`src/rtl/utf8_stream_decoder_macros.svh`:
```
// ----------------------------------------------------------------------------
// UTF-8 stream decoder assertion macros
// Concurrent check wrappers; they compile away when SYNTHESIS is defined.
// ----------------------------------------------------------------------------
`ifndef UTF8_STREAM_DECODER_MACROS_SVH
`define UTF8_STREAM_DECODER_MACROS_SVH

`ifndef SYNTHESIS
// check that holds outside reset
`define UTF8D_ASSERT(lbl, clk, rst, prop) \
   lbl: assert property (@(posedge clk) disable iff (rst) prop) \
      else $error("utf8 decoder check failed");
// check that also holds across reset
`define UTF8D_ASSERT_ALWAYS(lbl, clk, prop) \
   lbl: assert property (@(posedge clk) prop) \
      else $error("utf8 decoder reset check failed");
`else
`define UTF8D_ASSERT(lbl, clk, rst, prop)
`define UTF8D_ASSERT_ALWAYS(lbl, clk, prop)
`endif

`endif

```
`src/rtl/utf8d_pkg.sv`:
```
// ----------------------------------------------------------------------------
// UTF-8 stream decoder package
// Result record, status codes and byte classification constants.
// ----------------------------------------------------------------------------
package utf8d_pkg;

   typedef enum logic [1:0] {
      STATUS_OK      = 2'd0,
      STATUS_INVALID = 2'd1,
      STATUS_TRUNC   = 2'd2
   } status_type;

   // one decoded character
   typedef struct packed {
      logic       run_end;
      status_type status;
      logic       is_target;
      logic [2:0] byte_length;
      logic [15:0] start_offset;
      logic [15:0] char_position;
      logic [20:0] code_point;
   } result_type;

   // results produced by one request
   typedef struct packed {
      logic [1:0] count;
      result_type res0;
      result_type res1;
   } decode_out_type;

   localparam logic [7:0] LEAD_C0  = 8'hC0;
   localparam logic [7:0] LEAD_C1  = 8'hC1;
   localparam logic [7:0] LEAD_MAX = 8'hF4;

endpackage

```
`src/rtl/utf8d_decode.sv`:
```
// ----------------------------------------------------------------------------
// UTF-8 byte decoder
// Holds the partial character and counters; turns one byte into up to two
// finished characters in a single pass.
// ----------------------------------------------------------------------------
module utf8d_decode #(
   parameter logic [15:0] COUNT_CAP = 16'hFFFF
) (
   input  logic                    clock,
   input  logic                    reset,
   input  logic                    accept,
   input  logic [7:0]              data_byte,
   input  logic                    first_byte,
   input  logic                    last_byte,
   input  logic [15:0]             target_index,
   output utf8d_pkg::decode_out_type dec_out
);
   import utf8d_pkg::*;

   logic [1:0]  pend_ff, pend_in;
   logic [20:0] acc_ff, acc_in;
   logic [2:0]  exp_ff, exp_in;
   logic [15:0] char_ff, char_in;
   logic [15:0] byte_ff, byte_in;
   logic [15:0] start_ff, start_in;

   logic [1:0]  pend0, pend1;
   logic [20:0] acc0, acc1;
   logic [2:0]  exp0, exp1;
   logic [15:0] char0, char1, char2, byte0, start0, start1;
   logic        is_cont;
   logic        e1v, e2v, e3v;
   result_type  e1, e2, e3, slot0, slot1;
   logic [1:0]  n_res;

   // decode one byte against the (possibly restarted) state
   always_comb begin
      pend0  = first_byte ? 2'd0 : pend_ff;
      acc0   = first_byte ? 21'd0 : acc_ff;
      exp0   = first_byte ? 3'd0 : exp_ff;
      char0  = first_byte ? 16'd0 : char_ff;
      byte0  = first_byte ? 16'd0 : byte_ff;
      start0 = first_byte ? 16'd0 : start_ff;

      pend1  = pend0;
      acc1   = acc0;
      exp1   = exp0;
      start1 = start0;
      e1v    = 1'b0;
      e2v    = 1'b0;
      e3v    = 1'b0;
      e1     = '0;
      e2     = '0;
      e3     = '0;
      is_cont = (data_byte[7:6] == 2'b10);

      if (is_cont) begin
         // append payload; stray continuations are dropped
         if (pend0 != 2'd0) begin
            acc1  = {acc0[14:0], data_byte[5:0]};
            pend1 = pend0 - 2'd1;
            if (pend1 == 2'd0) begin
               e1v             = 1'b1;
               e1.code_point   = acc1;
               e1.start_offset = start0;
               e1.byte_length  = exp0;
               e1.status       = STATUS_OK;
               acc1            = '0;
               exp1            = '0;
            end
         end
      end else begin
         // a new lead cuts off an unfinished character
         if (pend0 != 2'd0) begin
            e1v             = 1'b1;
            e1.code_point   = acc0;
            e1.start_offset = start0;
            e1.byte_length  = exp0 - {1'b0, pend0};
            e1.status       = STATUS_TRUNC;
            pend1           = '0;
            acc1            = '0;
            exp1            = '0;
         end
         if (!data_byte[7]) begin
            e2v             = 1'b1;
            e2.code_point   = {13'd0, data_byte};
            e2.start_offset = byte0;
            e2.byte_length  = 3'd1;
            e2.status       = STATUS_OK;
         end else if (data_byte == LEAD_C0 || data_byte == LEAD_C1 ||
                      data_byte > LEAD_MAX) begin
            e2v             = 1'b1;
            e2.code_point   = {13'd0, data_byte};
            e2.start_offset = byte0;
            e2.byte_length  = 3'd1;
            e2.status       = STATUS_INVALID;
         end else begin
            if (data_byte[7:5] == 3'b110) begin
               exp1 = 3'd2;
               acc1 = {16'd0, data_byte[4:0]};
            end else if (data_byte[7:4] == 4'b1110) begin
               exp1 = 3'd3;
               acc1 = {17'd0, data_byte[3:0]};
            end else begin
               exp1 = 3'd4;
               acc1 = {18'd0, data_byte[2:0]};
            end
            pend1  = exp1[1:0] - 2'd1;
            start1 = byte0;
         end
      end

      // flush a partial character at the end of the string
      if (last_byte && pend1 != 2'd0) begin
         e3v             = 1'b1;
         e3.code_point   = acc1;
         e3.start_offset = start1;
         e3.byte_length  = exp1 - {1'b0, pend1};
         e3.status       = STATUS_TRUNC;
         pend1           = '0;
         acc1            = '0;
         exp1            = '0;
      end

      pend_in  = pend1;
      acc_in   = acc1;
      exp_in   = exp1;
      start_in = start1;
      byte_in  = (byte0 < COUNT_CAP) ? byte0 + 16'd1 : byte0;
   end

   // pack the emitted characters into two slots with running indexes
   always_comb begin
      char1 = (char0 < COUNT_CAP) ? char0 + 16'd1 : char0;
      char2 = (char1 < COUNT_CAP) ? char1 + 16'd1 : char1;
      n_res = 2'({1'b0, e1v} + {1'b0, e2v} + {1'b0, e3v});

      slot0 = e1v ? e1 : (e2v ? e2 : e3);
      slot1 = (e1v && e2v) ? e2 : e3;
      slot0.char_position = char0;
      slot0.is_target     = (char0 == target_index);
      slot0.run_end       = (n_res == 2'd1);
      slot1.char_position = char1;
      slot1.is_target     = (char1 == target_index);
      slot1.run_end       = 1'b1;

      case (n_res)
         2'd0:    char_in = char0;
         2'd1:    char_in = char1;
         default: char_in = char2;
      endcase

      dec_out.count = n_res;
      dec_out.res0  = slot0;
      dec_out.res1  = slot1;
   end

   // advance decoder state on each request
   always_ff @(posedge clock) begin
      if (reset) begin
         pend_ff  <= '0;
         acc_ff   <= '0;
         exp_ff   <= '0;
         char_ff  <= '0;
         byte_ff  <= '0;
         start_ff <= '0;
      end else if (accept) begin
         pend_ff  <= pend_in;
         acc_ff   <= acc_in;
         exp_ff   <= exp_in;
         char_ff  <= char_in;
         byte_ff  <= byte_in;
         start_ff <= start_in;
      end
   end

endmodule

```
`src/rtl/utf8d_result_fifo.sv`:
```
// ----------------------------------------------------------------------------
// UTF-8 decoder result queue
// Four-entry register queue; takes up to two results, gives one a cycle on pop.
// ----------------------------------------------------------------------------
module utf8d_result_fifo (
   input  logic                  clock,
   input  logic                  reset,
   input  logic [1:0]            push_count,
   input  utf8d_pkg::result_type push0,
   input  utf8d_pkg::result_type push1,
   input  logic                  pop,
   output utf8d_pkg::result_type head,
   output logic [2:0]            level
);
   import utf8d_pkg::*;

   result_type  entry_ff [4];
   logic [1:0]  wr_ff, wr_in;
   logic [1:0]  rd_ff, rd_in;
   logic [2:0]  count_ff, count_in;
   logic [1:0]  wr_next;

   // pointer and fill level
   always_comb begin
      wr_next  = wr_ff + 2'd1;
      wr_in    = wr_ff + push_count;
      rd_in    = rd_ff + {1'b0, pop};
      count_in = count_ff + {1'b0, push_count} - {2'b0, pop};
   end

   always_ff @(posedge clock) begin
      if (reset) begin
         wr_ff    <= '0;
         rd_ff    <= '0;
         count_ff <= '0;
      end else begin
         wr_ff    <= wr_in;
         rd_ff    <= rd_in;
         count_ff <= count_in;
      end
   end

   // store results in arrival order
   always_ff @(posedge clock) begin
      if (push_count != 2'd0) begin
         entry_ff[wr_ff] <= push0;
      end
      if (push_count == 2'd2) begin
         entry_ff[wr_next] <= push1;
      end
   end

   assign head  = entry_ff[rd_ff];
   assign level = count_ff;

endmodule

```
`src/rtl/utf8_stream_decoder.sv`:
```
// Results: a request accepted at a clock edge writes its results into the result
// queue there; rsp_tvalid shows them from the queue head, behind earlier results.
// Throughput: one byte per cycle while two result queue slots are free; a byte
// that yields two characters is absorbed by the four-entry result queue.
// Reset: synchronous, active high; clears decoder state, queue and target_index.
// ----------------------------------------------------------------------------
// UTF-8 stream decoder
// Decodes a UTF-8 byte stream into code points with index, offset and status.
// ----------------------------------------------------------------------------
`include "utf8_stream_decoder_macros.svh"

module utf8_stream_decoder #(
   parameter int unsigned MAX_STRING_BYTES = 65536
) (
   input  logic        clock,
   input  logic        reset,
   // request channel
   input  logic        req_tvalid,
   output logic        req_tready,
   input  logic [7:0]  req_tdata,   // [7:0] data_byte
   input  logic [0:0]  req_tuser,   // [0] first_byte
   input  logic        req_tlast,   // last_byte
   // result channel
   output logic        rsp_tvalid,
   input  logic        rsp_tready,
   output logic [63:0] rsp_tdata,   // [20:0] code_point, [36:21] char_position,
                                    // [52:37] start_offset, [55:53] byte_length,
                                    // [56] is_target, [63:57] zero
   output logic [1:0]  rsp_tuser,   // [1:0] status
   output logic        rsp_tlast,   // run_end
   // configuration
   input  logic        csr_wr_en,
   input  logic [15:0] csr_wr_data  // target_index
);
   import utf8d_pkg::*;

   localparam int unsigned CapRaw = MAX_STRING_BYTES - 1;
   localparam logic [15:0] CountCap = (CapRaw > 65535) ? 16'hFFFF : 16'(CapRaw);

   logic [15:0]    target_ff;
   logic           accept;
   logic [1:0]     push_count;
   logic [2:0]     level;
   decode_out_type dec_out;
   result_type     head;

   // hold the target index
   always_ff @(posedge clock) begin
      if (reset) begin
         target_ff <= '0;
      end else if (csr_wr_en) begin
         target_ff <= csr_wr_data;
      end
   end

   // take a request while two queue slots are free
   assign req_tready = (level <= 3'd2);
   assign accept     = req_tvalid && req_tready;
   assign push_count = accept ? dec_out.count : 2'd0;

   utf8d_decode #(
      .COUNT_CAP(CountCap)
   ) u_decode (
      .clock       (clock),
      .reset       (reset),
      .accept      (accept),
      .data_byte   (req_tdata),
      .first_byte  (req_tuser[0]),
      .last_byte   (req_tlast),
      .target_index(target_ff),
      .dec_out     (dec_out)
   );

   utf8d_result_fifo u_fifo (
      .clock     (clock),
      .reset     (reset),
      .push_count(push_count),
      .push0     (dec_out.res0),
      .push1     (dec_out.res1),
      .pop       (rsp_tvalid && rsp_tready),
      .head      (head),
      .level     (level)
   );

   // drive the result channel from the queue head
   assign rsp_tvalid = (level != 3'd0);
   assign rsp_tdata  = {7'd0, head.is_target, head.byte_length, head.start_offset,
                        head.char_position, head.code_point};
   assign rsp_tuser  = head.status;
   assign rsp_tlast  = head.run_end;

   `UTF8D_ASSERT(a_level_bound, clock, reset, level <= 3'd4)
   `UTF8D_ASSERT_ALWAYS(a_empty_after_reset, clock, reset |=> !rsp_tvalid)
   `UTF8D_ASSERT(a_invalid_single, clock, reset,
      (rsp_tvalid && head.status == STATUS_INVALID) |-> head.byte_length == 3'd1)
   `UTF8D_ASSERT(a_length_range, clock, reset,
      rsp_tvalid |-> (head.byte_length >= 3'd1 && head.byte_length <= 3'd4))

endmodule
```
`config.mk`:
```
export PLATFORM = sky130hd
export DESIGN_NAME = utf8_stream_decoder
export DESIGN_NICKNAME = d
export VERILOG_FILES = /design/src/rtl/utf8d_pkg.sv /design/src/rtl/utf8d_decode.sv /design/src/rtl/utf8d_result_fifo.sv /design/src/rtl/utf8_stream_decoder.sv
export VERILOG_INCLUDE_DIRS = /design/src /design/src/rtl
export SDC_FILE = /design/constraint.sdc
export NUM_CORES = 1
export LEC_CHECK = 0
export BUFFER_PORTS_ARGS = -buffer_cell sky130_fd_sc_hd__buf_2
export CAP_MARGIN = 20
export CORE_MARGIN = 2
export CORE_UTILIZATION = 54
export DETAILED_ROUTE_END_ITERATION = 6
export GPL_ROUTABILITY_DRIVEN = 0
export PLACE_DENSITY = 0.82
export SLEW_MARGIN = 40
export SYNTH_ARGS = -nofsm -noshare
export SYNTH_HDL_FRONTEND = slang
export SYNTH_HIERARCHICAL = 1
export SYNTH_SLANG_ARGS = --single-unit
```
`constraint.sdc`:
```
create_clock -name clock -period 8.1 [get_ports clock]
set_input_delay 0.81 -clock clock [delete_from_list [all_inputs] [get_ports clock]]
set_output_delay 0.81 -clock clock [all_outputs]
set_load 0.05 [all_outputs]
```
==> results of run 1 <==
[through the flow]
stage	cell area (um^2)	total power, mW
after floorplan	19300	3.16
after global routing	21400	5.35
after detailed placement	20200	3.50
after CTS	21400	5.20
after global placement	20000	3.46
final	21400	5.18
[cell type report]
class / count / area [um^2] / area share
antenna: 4 / 10.0 / 0.000467
clock buffer: 56 / 1090 / 0.0509
clock inverter: 14 / 159 / 0.00741
inverter: 28 / 108 / 0.00502
multi-input combinational: 1113 / 9500 / 0.443
sequential: 337 / 9150 / 0.427
tap: 461 / 577 / 0.0269
timing repair buffer: 124 / 832 / 0.0388
[cell families (layout without fill, tap and decap cells)]
logic type / after synthesis / after routing / synth area share
AO/OA/AOI/OAI: 278 / 278 / 0.103
AND/OR/NAND/NOR: 436 / 436 / 0.116
adder cells (fa/ha/maj): 14 / 14 / 0.0106
buffers and inverters: 158 / 222 / 0.0396
multiplexers: 322 / 322 / 0.230
XOR/XNOR: 55 / 55 / 0.0268
other: 2 / 12 / 0.000389
flip-flops: 337 / 337 / 0.474
[worst min-delay path, cell delays in order (launching register included)]
cell                      delay (ns)
sky130_fd_sc_hd__dfxtp_1        0.31
sky130_fd_sc_hd__nand2_1        0.06
sky130_fd_sc_hd__a21oi_1        0.06
[where the power goes]
part           switching (mW)  internal, mW
combinational           0.956         0.461
sequential             0.0742          1.97
clock                   0.688          1.03
total                    1.72          3.46
[synthesized netlist by cell type, types with 24 or more instances]
master                     number  area (um^2)
sky130_fd_sc_hd__nor2_1       171          642
sky130_fd_sc_hd__edfxtp_1     240         7210
sky130_fd_sc_hd__buf_2         39          195
sky130_fd_sc_hd__inv_1         24         90.1
sky130_fd_sc_hd__nand2_1       82          308
sky130_fd_sc_hd__dfxtp_1       97         1940
sky130_fd_sc_hd__mux2_4        41          616
sky130_fd_sc_hd__nand3_1       35          175
sky130_fd_sc_hd__a21oi_1       30          150
sky130_fd_sc_hd__a22oi_1       87          653
sky130_fd_sc_hd__xnor2_1       39          342
sky130_fd_sc_hd__mux4_2        60         1350
sky130_fd_sc_hd__mux2_2       200         2250
sky130_fd_sc_hd__clkbuf_1      64          240
sky130_fd_sc_hd__o21ai_0       39          195
[placed cells by master, fill, tap and decap left out, drive strengths merged, types with 38 or more instances in the layout]
cell type / netlist / layout
buf: 66 / 124
mux2: 242 / 242
edfxtp: 240 / 240
mux4: 60 / 60
nand2: 83 / 83
nand3: 38 / 38
clkbuf: 64 / 56
xnor2: 40 / 40
dfxtp: 97 / 97
o21ai: 44 / 44
nor2: 172 / 172
a22oi: 87 / 87
[per-layer routing]
metal  track usage  part of all wire
met4         0.101             0.040
met2         0.454              0.49
met1         0.347              0.38
met3        0.0467             0.085
met5             0                 0
[state kept, by name (all words and copies together), names as in the netlist]
name               count
u_fifo/rd_ff           2
u_decode/char_ff      16
target_ff             16
u_decode/byte_ff      16
u_fifo/wr_ff           2
u_decode/pend_ff       2
u_decode/exp_ff        3
u_decode/acc_ff       21
u_decode/start_ff     16
u_fifo/level           3
u_fifo/entry_ff      240
[worst max path at each step]
stage          cells past startpoint                               end    startpoint  slack (ns)
2_1_floorplan                     15   u_fifo/entry_ff[2][0]$_DFFE_PP_  req_tdata[0]        0.59
3_3_place_gp                      18  u_decode/char_ff[2]$_SDFFE_PP0P_     req_tuser        1.93
3_5_place_dp                      17  u_decode/char_ff[2]$_SDFFE_PP0P_     req_tuser        1.54
4_1_cts                           17  u_decode/char_ff[2]$_SDFFE_PP0P_     req_tuser        2.05
5_1_grt                           17  u_decode/char_ff[2]$_SDFFE_PP0P_     req_tuser        1.42
6_report                          17  u_decode/char_ff[2]$_SDFFE_PP0P_     req_tuser        1.73
==> metrics list, run 1 <==
- After clock tree synthesis, the setup repair step added 0 buffers.
- After detailed routing, the number of remaining DRC violations is 0.
* Max H-tree Level: 2
- After the flow finishes, the layout carries non-filler instances totaling 2,137.
- Detailed placement ended at an HPWL of 31,700 um.
* Layout cells sized above 1: 0.314
* Final setup fails: 0
- The worst pin sits at a relative slew slack of 0.392.
- Once the clock tree was built, the resizer swapped 0 gates to a different size.
- Entering global routing, the biggest net connects 80 pins.
- Num Clock Sinks: 337
- Hold Path Cell Cnt: 2
* Nature of the critical path endpoint: flop
* Unrepaired setup endpoints after global routing: false
- Total track usage: 0.269
- Initial Utilization: 0.546
* Area added between synthesis and finish: 11.0%
* Number of standard-cell rows in the floorplan: 69
- For this design, the slowest cell found on the critical path is sky130_fd_sc_hd__nor2_1.
- Cells on worst reg2reg path: 14
- The floorplan step set the die height to about 190 um.
* Final Max Slew Viols: 0
- TritonRoute pass-1 iters: 7
* Dominant register cell in the synthesized netlist: sky130_fd_sc_hd__edfxtp_1
- The flow ran to the end, and the final reports show no timing, DRC or antenna violations.
- The number of antenna violations at the first check in global routing came to 2.
* Number of synthesized register bits: around 340
- The clock passes through at most 3 buffers.
* Max incr delay on CP: approximately 0.77 ns
* Setup TNS Final: 0 ns
- Max Clock Freq: 157 MHz
- Period minus WS final: 6.37 ns
* Antenna-violating nets left: 0
- The worst hold path begins at u_decode/exp_ff[1]$_SDFFE_PP0P_.
- Type of the tightest min-delay check: reg -> reg
* Cell chosen for the clock root: sky130_fd_sc_hd__clkbuf_16
* Peak ir drop on the vdd network: about 190 uV
- WHS: 0.475 ns
- Inserted Clock Buffers: 38
- Number of synthesized flops with an enable pin: 240
- Drt via density: approximately 6.6
- Grt total ovfl: 0
- Total Die Area: around 37,000 um^2
- Final #Nets: 1,687
- During synthesis, Yosys emitted a total of 6 warnings.
* Family of cells with the greatest summed delay on the critical path: simple AND/OR/NAND/NOR gates
* Arrival time of data at the critical path endpoint: 6.80 ns
* CP Data Required Time: about 8.5 ns
- Nature of the critical path startpoint: input pin
* Leakage power: between 7 and 8 nW
* Violation count after the first detailed-route iteration: 2,003
* Reg-to-reg endpoint: u_decode/char_ff[2]$_SDFFE_PP0P_
- Counting the fill cells in the layout gives between 2,000 and 3,000.
- In this design, the critical path's most frequently occurring cell is sky130_fd_sc_hd__inv_1.
- Start of the worst register-to-register path: u_decode/char_ff[1]$_SDFFE_PP0P_
- Final Routed Wirelength: slightly below 50,000 um
* Total via count after detailed routing: ~14,000
- After clock tree synthesis, the clock-pin slew on the worst setup and hold paths is 0.06 ns.
* Fin crit share: 0.787
* Number of hold violations in the final report: 0
* Setup WS post-layout: 1.73 ns
- IO Pins: 100
- Source-to-sink clock delay at the later pin of the worst-skew pair: 0.54 ns
- The cell area that synthesis handed to floorplanning was slightly below 20,000 um^2.
* Worst Skew: 0.0241 ns
* Synth cell types: 98
- Wire length of the first global-routing pass: 78,100 um
- After floorplanning, the core was sized to cover 35,400 um^2.
- The critical path contains buffers and inverters numbering 4 combined.
- For this design, the CTS-stage hold fixing added 0 buffers.
- Including well taps, the total number of placed cells is 2,063.
* Die width: 193 um
* Setup slack of the most critical reg-to-reg path: 2.28 ns
- The number of global-route vias before repair is about 14,000.
- Count of max-cap constraint violations: 0
- Share of synthesized registers carrying an async set or reset: 0
* Worst Hold End: u_decode/exp_ff[1]$_SDFFE_PP0P_
- The average instance in the mapped netlist occupies 12.1 um^2.
- After technology mapping, the gate count stands at about 1,600.
- Walking the worst path, the cells encountered are buf_2, inv_1, nand2_1, inv_1, ha_1, and4_1, nand4_1, nor2_1, mux2i_1, inv_1, ha_1, and4_1, o211ai_1, nand3b_1, nor4_1, or4_1, o311ai_2.
* Pin slew with the least headroom to its limit: between 0.9 and 1 ns
- Critical path peak fanout: 20
- Post-detailed-route wirelength per cell: between 20 and 25 um
- For this run, the register share of the synthesized area comes to 0.474.
* Power density relative to cell area: 241 nW/um^2
- Number of buffer cells added on primary ports: 92
* Final core utilization: 0.605
- The critical path is of the in -> reg type.
- Clock tree from TritonCTS: built
- DP Worst Slack: 1.54 ns
Note: power is estimated with default switching activity, not from simulation.
==> run 2, diff against run 1 <==
==> constraint.sdc (replaced) <==
create_clock -name clock -period 6.6 [get_ports clock]
set_input_delay 0.66 -clock clock [delete_from_list [all_inputs] [get_ports clock]]
set_output_delay 0.66 -clock clock [all_outputs]
set_load 0.05 [all_outputs]
==> run 2 against run 1 <==
Net effect:
- final area is 0.88% lower
- critical path depth is 1 lower
- hold slack worse by 0.089 ns
- via count is 1.0% lower
- flip-flop and latch count stayed put
- highest routed layer unchanged
==> metrics list, run 2 (same netlist as run 1, synthesis figures left out) <==
- Power density relative to cell area: 292 nW/um^2 (was 241 nW/um^2)
- Nature of the critical path startpoint: input pin (unchanged)
- Initial Utilization: 0.546 (unchanged)
* Final core utilization: 0.600 (was 0.605)
- Total track usage: 0.261 (was 0.269)
- Type of the tightest min-delay check: in -> reg (was reg -> reg)
- Pin slew with the least headroom to its limit: 0.910 ns (was 0.908 ns)
- Arrival time of data at the critical path endpoint: 5.74 ns (was 6.80 ns)
- Final Routed Wirelength: 48,400 um (was 49,400 um)
- The first-pass iteration count of the detailed router is 5 (was 7).
- The total of buffers placed on input and output ports came to 92 (unchanged).
* Critical path peak fanout: 34 (was 20)
- The average wire length per cell after detail routing came to 22.7 um (was 23.1 um).
* Setup WS post-layout: 1.28 ns (was 1.73 ns)
- The worst hold slack came to 0.386 ns (was 0.475 ns).
- Post-route insts no fill: 2,128 (was 2,137)
* Nature of the critical path endpoint: flop (unchanged)
- DP Worst Slack: 0.952 ns (was 1.54 ns)
- Flip-flop count of the largest register, all copies and words added: 240 (unchanged)
- The full die area is 37,300 um^2 (unchanged).
- Unrepaired setup endpoints after global routing: false (unchanged)
- The number of placed cells counting well taps came to 2,061 (was 2,063).
- The leftover overflow at the end of global routing came to 0 (unchanged).
* CTS Hold Bufs: 0 (unchanged)
- Post-place instance area: 20,100 um^2 (was 20,200 um^2)
* Num Clock Sinks: 337 (unchanged)
- Largest registers: u_fifo/entry_ff (240), u_decode/acc_ff (21) (unchanged)
* Antenna cells: 0 (was 4)
- The width of the die is 193 um (unchanged).
- The total setup violations reported at the end of the flow is 0 (unchanged).
- The vertical die dimension was 193 um (unchanged).
* Post-CTS repair timing setup buffer count: 0 (unchanged)
- The share of final-layout standard cells stronger than drive strength 1 came to 0.314 (about the same).
- Violation count after the first detailed-route iteration: 1,710 (was 2,003)
- Period minus WS final: 5.32 ns
- The number of buffers added by the clock tree synthesis step was 37 (was 38).
- Sequential share of power: 0.406 (was 0.394)
* Cell chosen for the clock root: sky130_fd_sc_hd__clkbuf_16 (unchanged)
* Count of max-cap constraint violations: 0 (unchanged)
* CP Data Required Time: 7.02 ns (was 8.53 ns)
- Number of standard-cell rows in the floorplan: 69 (unchanged)
- Total net switching power: 2.11 mW (was 1.72 mW)
* Total power of the final layout: 6.19 mW (was 5.18 mW)
- The number of global-route vias before repair came to 13,700 (was 14,300).
- The antenna violation net count after detailed routing was 0 (unchanged).
- Number of hold violations in the final report: 0 (unchanged)
- The maximum vdd drop came to 244 uV (was 185 uV).
- The remaining design rule violation count was 0 (unchanged).
* Type of the worst setup path: in -> reg (unchanged)
- Buffer depth of the longest clock path: 3 (unchanged)
- Final Max Slew Viols: 0 (unchanged)
- Largest net degree at the start of global routing: 69 (was 80)
* Total via count after detailed routing: 14,000 (was 14,100)
* Final #Nets: 1,684 (was 1,687)
- Source-to-sink clock delay at the later pin of the worst-skew pair: 0.54 ns (about the same)
* Area added between synthesis and finish: 10.0% (was 11.0%)
* Fin crit share: 0.806
* Share of power burned in the clock network: 0.316 (was 0.332)
* Commonest non-fill, non-tap cell in the layout: sky130_fd_sc_hd__edfxtp_1 (unchanged)
- The sum of negative setup slack is 0 ns (unchanged).
* Worst Skew: 0.0295 ns (was 0.0241 ns)
* Floorplan Core Area: 35,400 um^2 (unchanged)
* Drt via density: 6.58 (was 6.62)
- The headroom to the max-slew limit is 0.388 (was 0.392).
- Max Clock Freq: around 190 MHz
* DP HPWL: 30,600 um (was 31,700 um)
* Wire length of the first global-routing pass: 76,300 um (was 78,100 um)
- Outcome: complete, no violations (unchanged)
- The leakage power figure is 7.48 nW (was 7.56 nW).
* Final Cell Area: 21,200 um^2 (was 21,400 um^2)
- Setup slack of the most critical reg-to-reg path: 1.29 ns (was 2.28 ns)
- The number of gates resized after CTS is 0 (unchanged).
- Cell-internal power: 4.08 mW (was 3.46 mW)
- Max H-tree Level: 2 (unchanged)
- Power share of the combinational group: 0.278 (was 0.274)
- Commonest cells after routing, fill and taps aside: 240 x sky130_fd_sc_hd__edfxtp_1, 200 x sky130_fd_sc_hd__mux2_2, 169 x sky130_fd_sc_hd__nor2_1 (was 240 x sky130_fd_sc_hd__edfxtp_1, 200 x sky130_fd_sc_hd__mux2_2, 168 x sky130_fd_sc_hd__nor2_1).
* IO Pins: 100 (unchanged)
- Clock tree from TritonCTS: built (unchanged)
- Largest reg by FF count: u_fifo/entry_ff (unchanged)
* Number of antenna violations at the first check in global routing: 0 (was 2)
- The proportion of total power due to net switching was 0.341 (was 0.332).
- The clock slew at the register clock pins of the worst setup and hold paths is 0.06 ns (about the same).
[run 2: changes by cell type in the layout (fill, tap and decap cells not counted), sizes merged]
| cell | change |
|---|---|
| buf | -2 |
| bufinv | -3 |
| clkbuf | -5 |
| clkinv | +2 |
| clkinvlp | +3 |
| diode | -4 |
[run 2: worst max-delay path: stages]
cell	delay [ns]
sky130_fd_sc_hd__buf_2	0.14
sky130_fd_sc_hd__buf_4	0.24
sky130_fd_sc_hd__nor2b_1	0.64
sky130_fd_sc_hd__ha_1	0.48
sky130_fd_sc_hd__and4_1	0.30
sky130_fd_sc_hd__nand4_1	0.23
sky130_fd_sc_hd__nor2_1	0.25
sky130_fd_sc_hd__mux2i_1	0.50
sky130_fd_sc_hd__inv_1	0.22
sky130_fd_sc_hd__ha_1	0.29
sky130_fd_sc_hd__and4_1	0.18
sky130_fd_sc_hd__o211ai_1	0.37
sky130_fd_sc_hd__nand3b_1	0.39
sky130_fd_sc_hd__nor4_1	0.12
sky130_fd_sc_hd__or4_1	0.50
sky130_fd_sc_hd__o311ai_2	0.22
[run 2: layer usage]
metal | share of wire | up-vias | GRT usage
met1 | 0.41 | 6888 | 0.349
met5 | 0 | - | 0
met2 | 0.48 | 765 | 0.434
met3 | 0.084 | 113 | 0.0416
met4 | 0.027 | 0 | 0.0886
li1 | - | 6229 | -
[run 2: final timing paths]
check	from	to	cells after the start
max	req_tuser	u_decode/char_ff[2]$_SDFFE_PP0P_	16
min	csr_wr_data[13]	target_ff[13]$_SDFFE_PP0P_	3
min reg2reg	u_decode/exp_ff[1]$_SDFFE_PP0P_	u_decode/exp_ff[1]$_SDFFE_PP0P_	2
max reg2reg	u_decode/char_ff[1]$_SDFFE_PP0P_	u_decode/char_ff[2]$_SDFFE_PP0P_	14
[run 2: final cells by class]
type	instances	area [um^2]
clock buffers	51	1050
clock inverters	16	101
fillers	2765	14200
inverters	28	108
multi-input cells	1113	9490
flip-flops and latches	337	9150
well taps	461	577
repair buffers	122	768
[run 2: power groups by stage]
stage / logic [mW] / clock network [mW] / registers (mW)
2_1_floorplan: 1.37 / 0 / 2.50
3_3_place_gp: 1.71 / 0 / 2.55
3_5_place_dp: 1.72 / 0 / 2.56
4_1_cts: 1.73 / 1.98 / 2.52
5_1_grt: 1.81 / 2.07 / 2.53
6_report: 1.72 / 1.96 / 2.51
==> run 3, diff against run 2 <==
--- a/config.mk
+++ b/config.mk
@@ -6,13 +6,14 @@
 export SDC_FILE = /design/constraint.sdc
 export NUM_CORES = 1
 export LEC_CHECK = 0
+export ABC_AREA = 1
 export BUFFER_PORTS_ARGS = -buffer_cell sky130_fd_sc_hd__buf_2
 export CAP_MARGIN = 20
 export CORE_MARGIN = 2
 export CORE_UTILIZATION = 54
 export DETAILED_ROUTE_END_ITERATION = 6
 export GPL_ROUTABILITY_DRIVEN = 0
-export PLACE_DENSITY = 0.82
+export PLACE_DENSITY = 0.84
 export SLEW_MARGIN = 40
 export SYNTH_ARGS = -nofsm -noshare
 export SYNTH_HDL_FRONTEND = slang
==> constraint.sdc (replaced) <==
create_clock -name clock -period 4.6 [get_ports clock]
set_input_delay 0.46 -clock clock [delete_from_list [all_inputs] [get_ports clock]]
set_output_delay 0.46 -clock clock [all_outputs]
set_load 0.05 [all_outputs]
==> run 3 against run 2 <==
Net effect:
- final cell count rose by 52%
- synthesized cell count rose by 67%
- power rose by 68%
- flip-flop and latch count did not move
- final area rose by 5.5%
- global-route usage rose by 1.3 points
- critical path depth did not move
- clock skew fell by 0.0068 ns
- critical endpoint is now u_fifo/entry_ff[0][54]$_DFFE_PP_
==> metrics list, run 3 <==
- Outcome: complete, no violations (unchanged)
* Synth cell types: 54 (was 98)
- Setup slack of the most critical reg-to-reg path: 0.98 ns (was 1.29 ns)
* Type of the worst setup path: in -> reg (unchanged)
* Syn Area/Cell: 7.73 um^2 (was 12.1 um^2)
- Final #Nets: 2,739 (was 1,684)
- Sequential share of power: 0.364 (was 0.406)
- The vertical die dimension is 200 um (was 193 um).
* Number of synthesized register bits: 337 (unchanged)
* Number of antenna violations at the first check in global routing: 1 (was 0)
* Dominant combinational cell family by area after synthesis: simple AND/OR/NAND/NOR gates (was multiplexers)
- Post-CTS repair timing setup buffer count: 0 (unchanged)
- The number of enable flip-flop cells after synthesis is 240 (unchanged).
* Die width: 200 um (was 193 um)
- Largest net degree at the start of global routing: 109 (was 69)
* Source-to-sink clock delay at the later pin of the worst-skew pair: 0.54 ns (about the same)
- Nature of the critical path endpoint: flop (unchanged)
* Antenna cells: 0 (unchanged)
- Leakage power: 8.50 nW (was 7.48 nW)
* Setup TNS Final: 0 ns (unchanged)
- Reg-to-reg endpoint: u_fifo/entry_ff[0][54]$_DFFE_PP_ (was u_decode/char_ff[2]$_SDFFE_PP0P_)
- The switching power was 4.28 mW (was 2.11 mW).
* Proportion of synthesized area in mux cells: 0 (was 0.230)
- Most numerous cell in the Yosys netlist: sky130_fd_sc_hd__nand2_1 (was sky130_fd_sc_hd__edfxtp_1)
- Area added between synthesis and finish: 8.28% (was 10.0%)
- Violation count after the first detailed-route iteration: 1,954 (was 1,710)
- The final-report max-slew violation count was 0 (unchanged).
* Largest registers: u_fifo/entry_ff (240), u_decode/acc_ff (21) (unchanged)
* Grt total ovfl: 0 (unchanged)
- Clock-pin slew reported for the worst setup and hold paths after clock tree synthesis: 0.06 ns (about the same)
- The mean number of vias per cell was 5.76 (was 6.58).
* CP Data Required Time: 4.86 ns (was 7.02 ns)
- Commonest cells after routing, fill and taps aside: 602 x sky130_fd_sc_hd__nand2_1, 379 x sky130_fd_sc_hd__inv_1, 347 x sky130_fd_sc_hd__o21ai_0 (was 240 x sky130_fd_sc_hd__edfxtp_1, 200 x sky130_fd_sc_hd__mux2_2, 169 x sky130_fd_sc_hd__nor2_1)
- Post-route insts no fill: 3,230 (was 2,128)
* Unrepaired setup endpoints after global routing: false (unchanged)
- Commonest non-fill, non-tap cell in the layout: sky130_fd_sc_hd__nand2_1 (was sky130_fd_sc_hd__edfxtp_1)
- Based on the critical path, the design can be clocked at up to 266 MHz.
* Area fraction in compound gates after synthesis: 0.206 (was 0.103)
- Sequential area share after synthesis: 0.442 (was 0.474)
* Peak ir drop on the vdd network: 366 uV (was 244 uV)
- The register name with the most flops is u_fifo/entry_ff (unchanged).
- The count of vias placed by the detailed router was 18,600 (was 14,000).
* Number of buffer cells added on primary ports: 92 (unchanged)
* Initial Utilization: 0.549 (was 0.546)
- The slew at the pin closest to its max-slew limit was 0.780 ns (was 0.910 ns).
- Share of synthesized registers carrying an async set or reset: 0 (unchanged)
- Buffer depth of the longest clock path: 3 (unchanged)
- The hold path startpoint was csr_wr_data[4] (was csr_wr_data[13]).
- Antenna-violating nets left: 0 (unchanged)
- Cells after synthesis: 2,679 (was 1,602)
* WHS: 0.155 ns (was 0.386 ns)
- The number of gates resized after CTS came to 0 (unchanged).
* Cell-internal power: 6.10 mW (was 4.08 mW)
- Worst Skew: 0.0227 ns (was 0.0295 ns)
- The startpoint class of the critical path is an input pin (unchanged).
- The worst hold-check path type was in -> reg (unchanged).
- Num Clock Sinks: 337 (unchanged)
- Yosys warning count: 6 (unchanged)
- The number of flip-flops in the largest register came to 240 (unchanged).
* Mapped cell area: 20,700 um^2 (was 19,300 um^2)
- The worst path setup slack after routing came to 0.847 ns (was 1.28 ns).
- The arrival time at the worst endpoint came to 4.01 ns (was 5.74 ns).
* Layout cells sized above 1: 0.124 (was 0.314)
- The area share of and/or/nand/nor cells after synthesis came to 0.206 (was 0.116).
- CTS Hold Bufs: 0 (unchanged)
- The number of buffers added by the clock tree synthesis step was 36 (was 37).
- The first-pass iteration count of the detailed router is 6 (was 5).
- The cell row count was 71 (was 69).
- Top area cells in the synthesized netlist: sky130_fd_sc_hd__edfxtp_1 35%, sky130_fd_sc_hd__nand2_1 11%, sky130_fd_sc_hd__dfxtp_1 9.4%, sky130_fd_sc_hd__o21ai_0 8.4%, sky130_fd_sc_hd__inv_1 6.9% (was sky130_fd_sc_hd__edfxtp_1 37%, sky130_fd_sc_hd__mux2_2 12%, sky130_fd_sc_hd__dfxtp_1 10%, sky130_fd_sc_hd__mux4_2 7.0%, sky130_fd_sc_hd__a22oi_1 3.4%)
- The total routing resource utilization after global routing is 0.274 (was 0.261).
* Max-slew headroom: 0.480 (was 0.388)
* Fin crit share: 0.816
* Placed cell count: 3,167 (was 2,061)
- The full die area is 39,900 um^2 (was 37,300 um^2).
- Final Routed Wirelength: 54,600 um (was 48,400 um)
- The total setup violations reported at the end of the flow was 0 (unchanged).
- The synthesized-area fraction occupied by xor and xnor cells came to 0.0123 (was 0.0268).
- The count of cells along the worst register-to-register path came to 15 (was 14).
- The core outline area came to 37,700 um^2 (was 35,400 um^2).
- Power share of the combinational group: 0.363 (was 0.278)
* IO Pins: 100 (unchanged)
* DP Worst Slack: 0.374 ns (was 0.952 ns)
- The portion of synthesized cell area occupied by the leading cell type is 0.348 (was 0.373).
- The proportion of total power due to net switching was 0.412 (was 0.341).
- The detailed placement HPWL came to 36,200 um (was 30,600 um).
- Counting I/O delays and the setup requirement, the final critical path takes 3.75 ns.
- The remaining design rule violation count is 0 (unchanged).
- Clock tree from TritonCTS: built (unchanged)
- The total count of hold-check failures in the final report is 0 (unchanged).
- The worst hold path cell count is 3 (unchanged).
- Leading cell types by count after synthesis: 609 x sky130_fd_sc_hd__nand2_1, 380 x sky130_fd_sc_hd__inv_1, 347 x sky130_fd_sc_hd__o21ai_0, 240 x sky130_fd_sc_hd__edfxtp_1, 200 x sky130_fd_sc_hd__nor2_1 (was 240 x sky130_fd_sc_hd__edfxtp_1, 200 x sky130_fd_sc_hd__mux2_2, 171 x sky130_fd_sc_hd__nor2_1, 97 x sky130_fd_sc_hd__dfxtp_1, 87 x sky130_fd_sc_hd__a22oi_1)
- The clock power share is 0.273 (was 0.316).
* Count of max-cap constraint violations: 0 (unchanged)
* Critical path peak fanout: 52 (was 34)
- The main flop type after synthesis is sky130_fd_sc_hd__edfxtp_1 (unchanged).
- Post-detailed-route wirelength per cell: 16.9 um (was 22.7 um)
* Via count of the first global-routing pass: 18,000 (was 13,700)
- Wire length of the first global-routing pass: 88,000 um (was 76,300 um)
- The cell type contributing the most total cell area after synthesis is sky130_fd_sc_hd__edfxtp_1 (unchanged).
- Power density relative to cell area: 463 nW/um^2 (was 292 nW/um^2)
* Max H-tree Level: 2 (unchanged)
- The endpoint with the worst hold slack was target_ff[4]$_SDFFE_PP0P_ (was target_ff[13]$_SDFFE_PP0P_).
- Start of the worst register-to-register path: u_decode/pend_ff[1]$_SDFFE_PP0P_ (was u_decode/char_ff[1]$_SDFFE_PP0P_)
* Area share of fa/ha/maj cells after synthesis: 0.00991 (was 0.0106)
- Cell chosen for the clock root: sky130_fd_sc_hd__clkbuf_16 (unchanged)
## run 3: changes by cell type in the layout (fill, tap and decap cells not counted), moves of 51 or more
cell                       before  now
sky130_fd_sc_hd__o21ai_0       39  347
sky130_fd_sc_hd__o211ai_1      14   65
sky130_fd_sc_hd__mux4_2        60    0
sky130_fd_sc_hd__mux2_2       200    0
sky130_fd_sc_hd__inv_1         24  379
sky130_fd_sc_hd__nand2_1       82  602
sky130_fd_sc_hd__a22oi_1       87   22
sky130_fd_sc_hd__a21oi_1       28  157
## run 3: logic make-up (layout without fill, tap and decap cells)
| logic type | count (synthesis) | after routing |
|---|---|---|
| and+or+nand+nor | 985 | 985 |
| AOI/OAI and AO/OA | 744 | 744 |
| buffers and inverters | 568 | 602 |
| DFF | 337 | 337 |
| xor gates and xnor gates | 29 | 29 |
| adders and majority gates | 14 | 14 |
| other | 2 | 8 |
## run 3: area by class of cell
class	instances	area, um^2
Sequential cell	337	9160
Clock inverter	10	87.6
Clock buffer	53	1060
Multi-Input combinational cell	1780	9060
Fill cell	3164	15300
Timing Repair Buffer	134	876
Inverter	405	1530
Tap cell	511	639
## run 3: critical path, cell delays in order
cell                      delay [ns]
sky130_fd_sc_hd__buf_2          0.35
sky130_fd_sc_hd__inv_1          0.20
sky130_fd_sc_hd__nor2_4         0.26
sky130_fd_sc_hd__inv_2          0.14
sky130_fd_sc_hd__nor2_4         0.12
sky130_fd_sc_hd__buf_4          0.23
sky130_fd_sc_hd__nor2_2         0.06
sky130_fd_sc_hd__inv_1          0.19
sky130_fd_sc_hd__fa_1           0.51
sky130_fd_sc_hd__inv_1          0.08
sky130_fd_sc_hd__inv_1          0.04
sky130_fd_sc_hd__nor2_1         0.33
sky130_fd_sc_hd__inv_1          0.12
sky130_fd_sc_hd__nand4_1        0.20
sky130_fd_sc_hd__buf_4          0.49
sky130_fd_sc_hd__o21ai_0        0.20
## run 3: worst max path at each step
stage / from / endpoint / slack (ns) / cells after the start
final: req_tdata[7] / u_fifo/entry_ff[0][54]$_DFFE_PP_ / 0.85 / 16
after global routing: req_tdata[7] / u_fifo/entry_ff[0][54]$_DFFE_PP_ / 0.49 / 16
after CTS: req_tdata[7] / u_fifo/entry_ff[0][54]$_DFFE_PP_ / 0.94 / 16
after detailed placement: req_tdata[7] / u_fifo/entry_ff[0][54]$_DFFE_PP_ / 0.37 / 16
after global placement: req_tdata[7] / u_fifo/entry_ff[3][48]$_DFFE_PP_ / 0.58 / 17
after floorplan: req_tdata[7] / u_fifo/entry_ff[2][0]$_DFFE_PP_ / 0.21 / 24
## run 3: routing by layer
metal  global-route usage  wire [um]  part of all wire  up-vias
met4                0.142       2250             0.041        2
li1                     -          -                 -     8890
met1                0.338      21100              0.39     8519
met2                0.468      26400              0.48      993
met5                    0         12           0.00022        -
met3               0.0388       4870             0.089      190
## run 3: metrics by stage
step	power, mW	area [um^2]	util
2_1_floorplan	6.66	20700	-
3_3_place_gp	7.47	21200	0.563
3_5_place_dp	7.58	21300	0.564
4_1_cts	10.4	22400	0.595
5_1_grt	10.9	22400	0.595
6_report	10.4	22400	0.595
## run 3: power groups by stage
stage	Combinational, mW	Clock [mW]	Sequential (mW)
floorplan	2.92	0	3.74
global placement	3.61	0	3.86
detailed placement	3.74	0	3.84
CTS	3.76	2.86	3.78
global route	4.07	2.97	3.82
finish	3.77	2.83	3.78
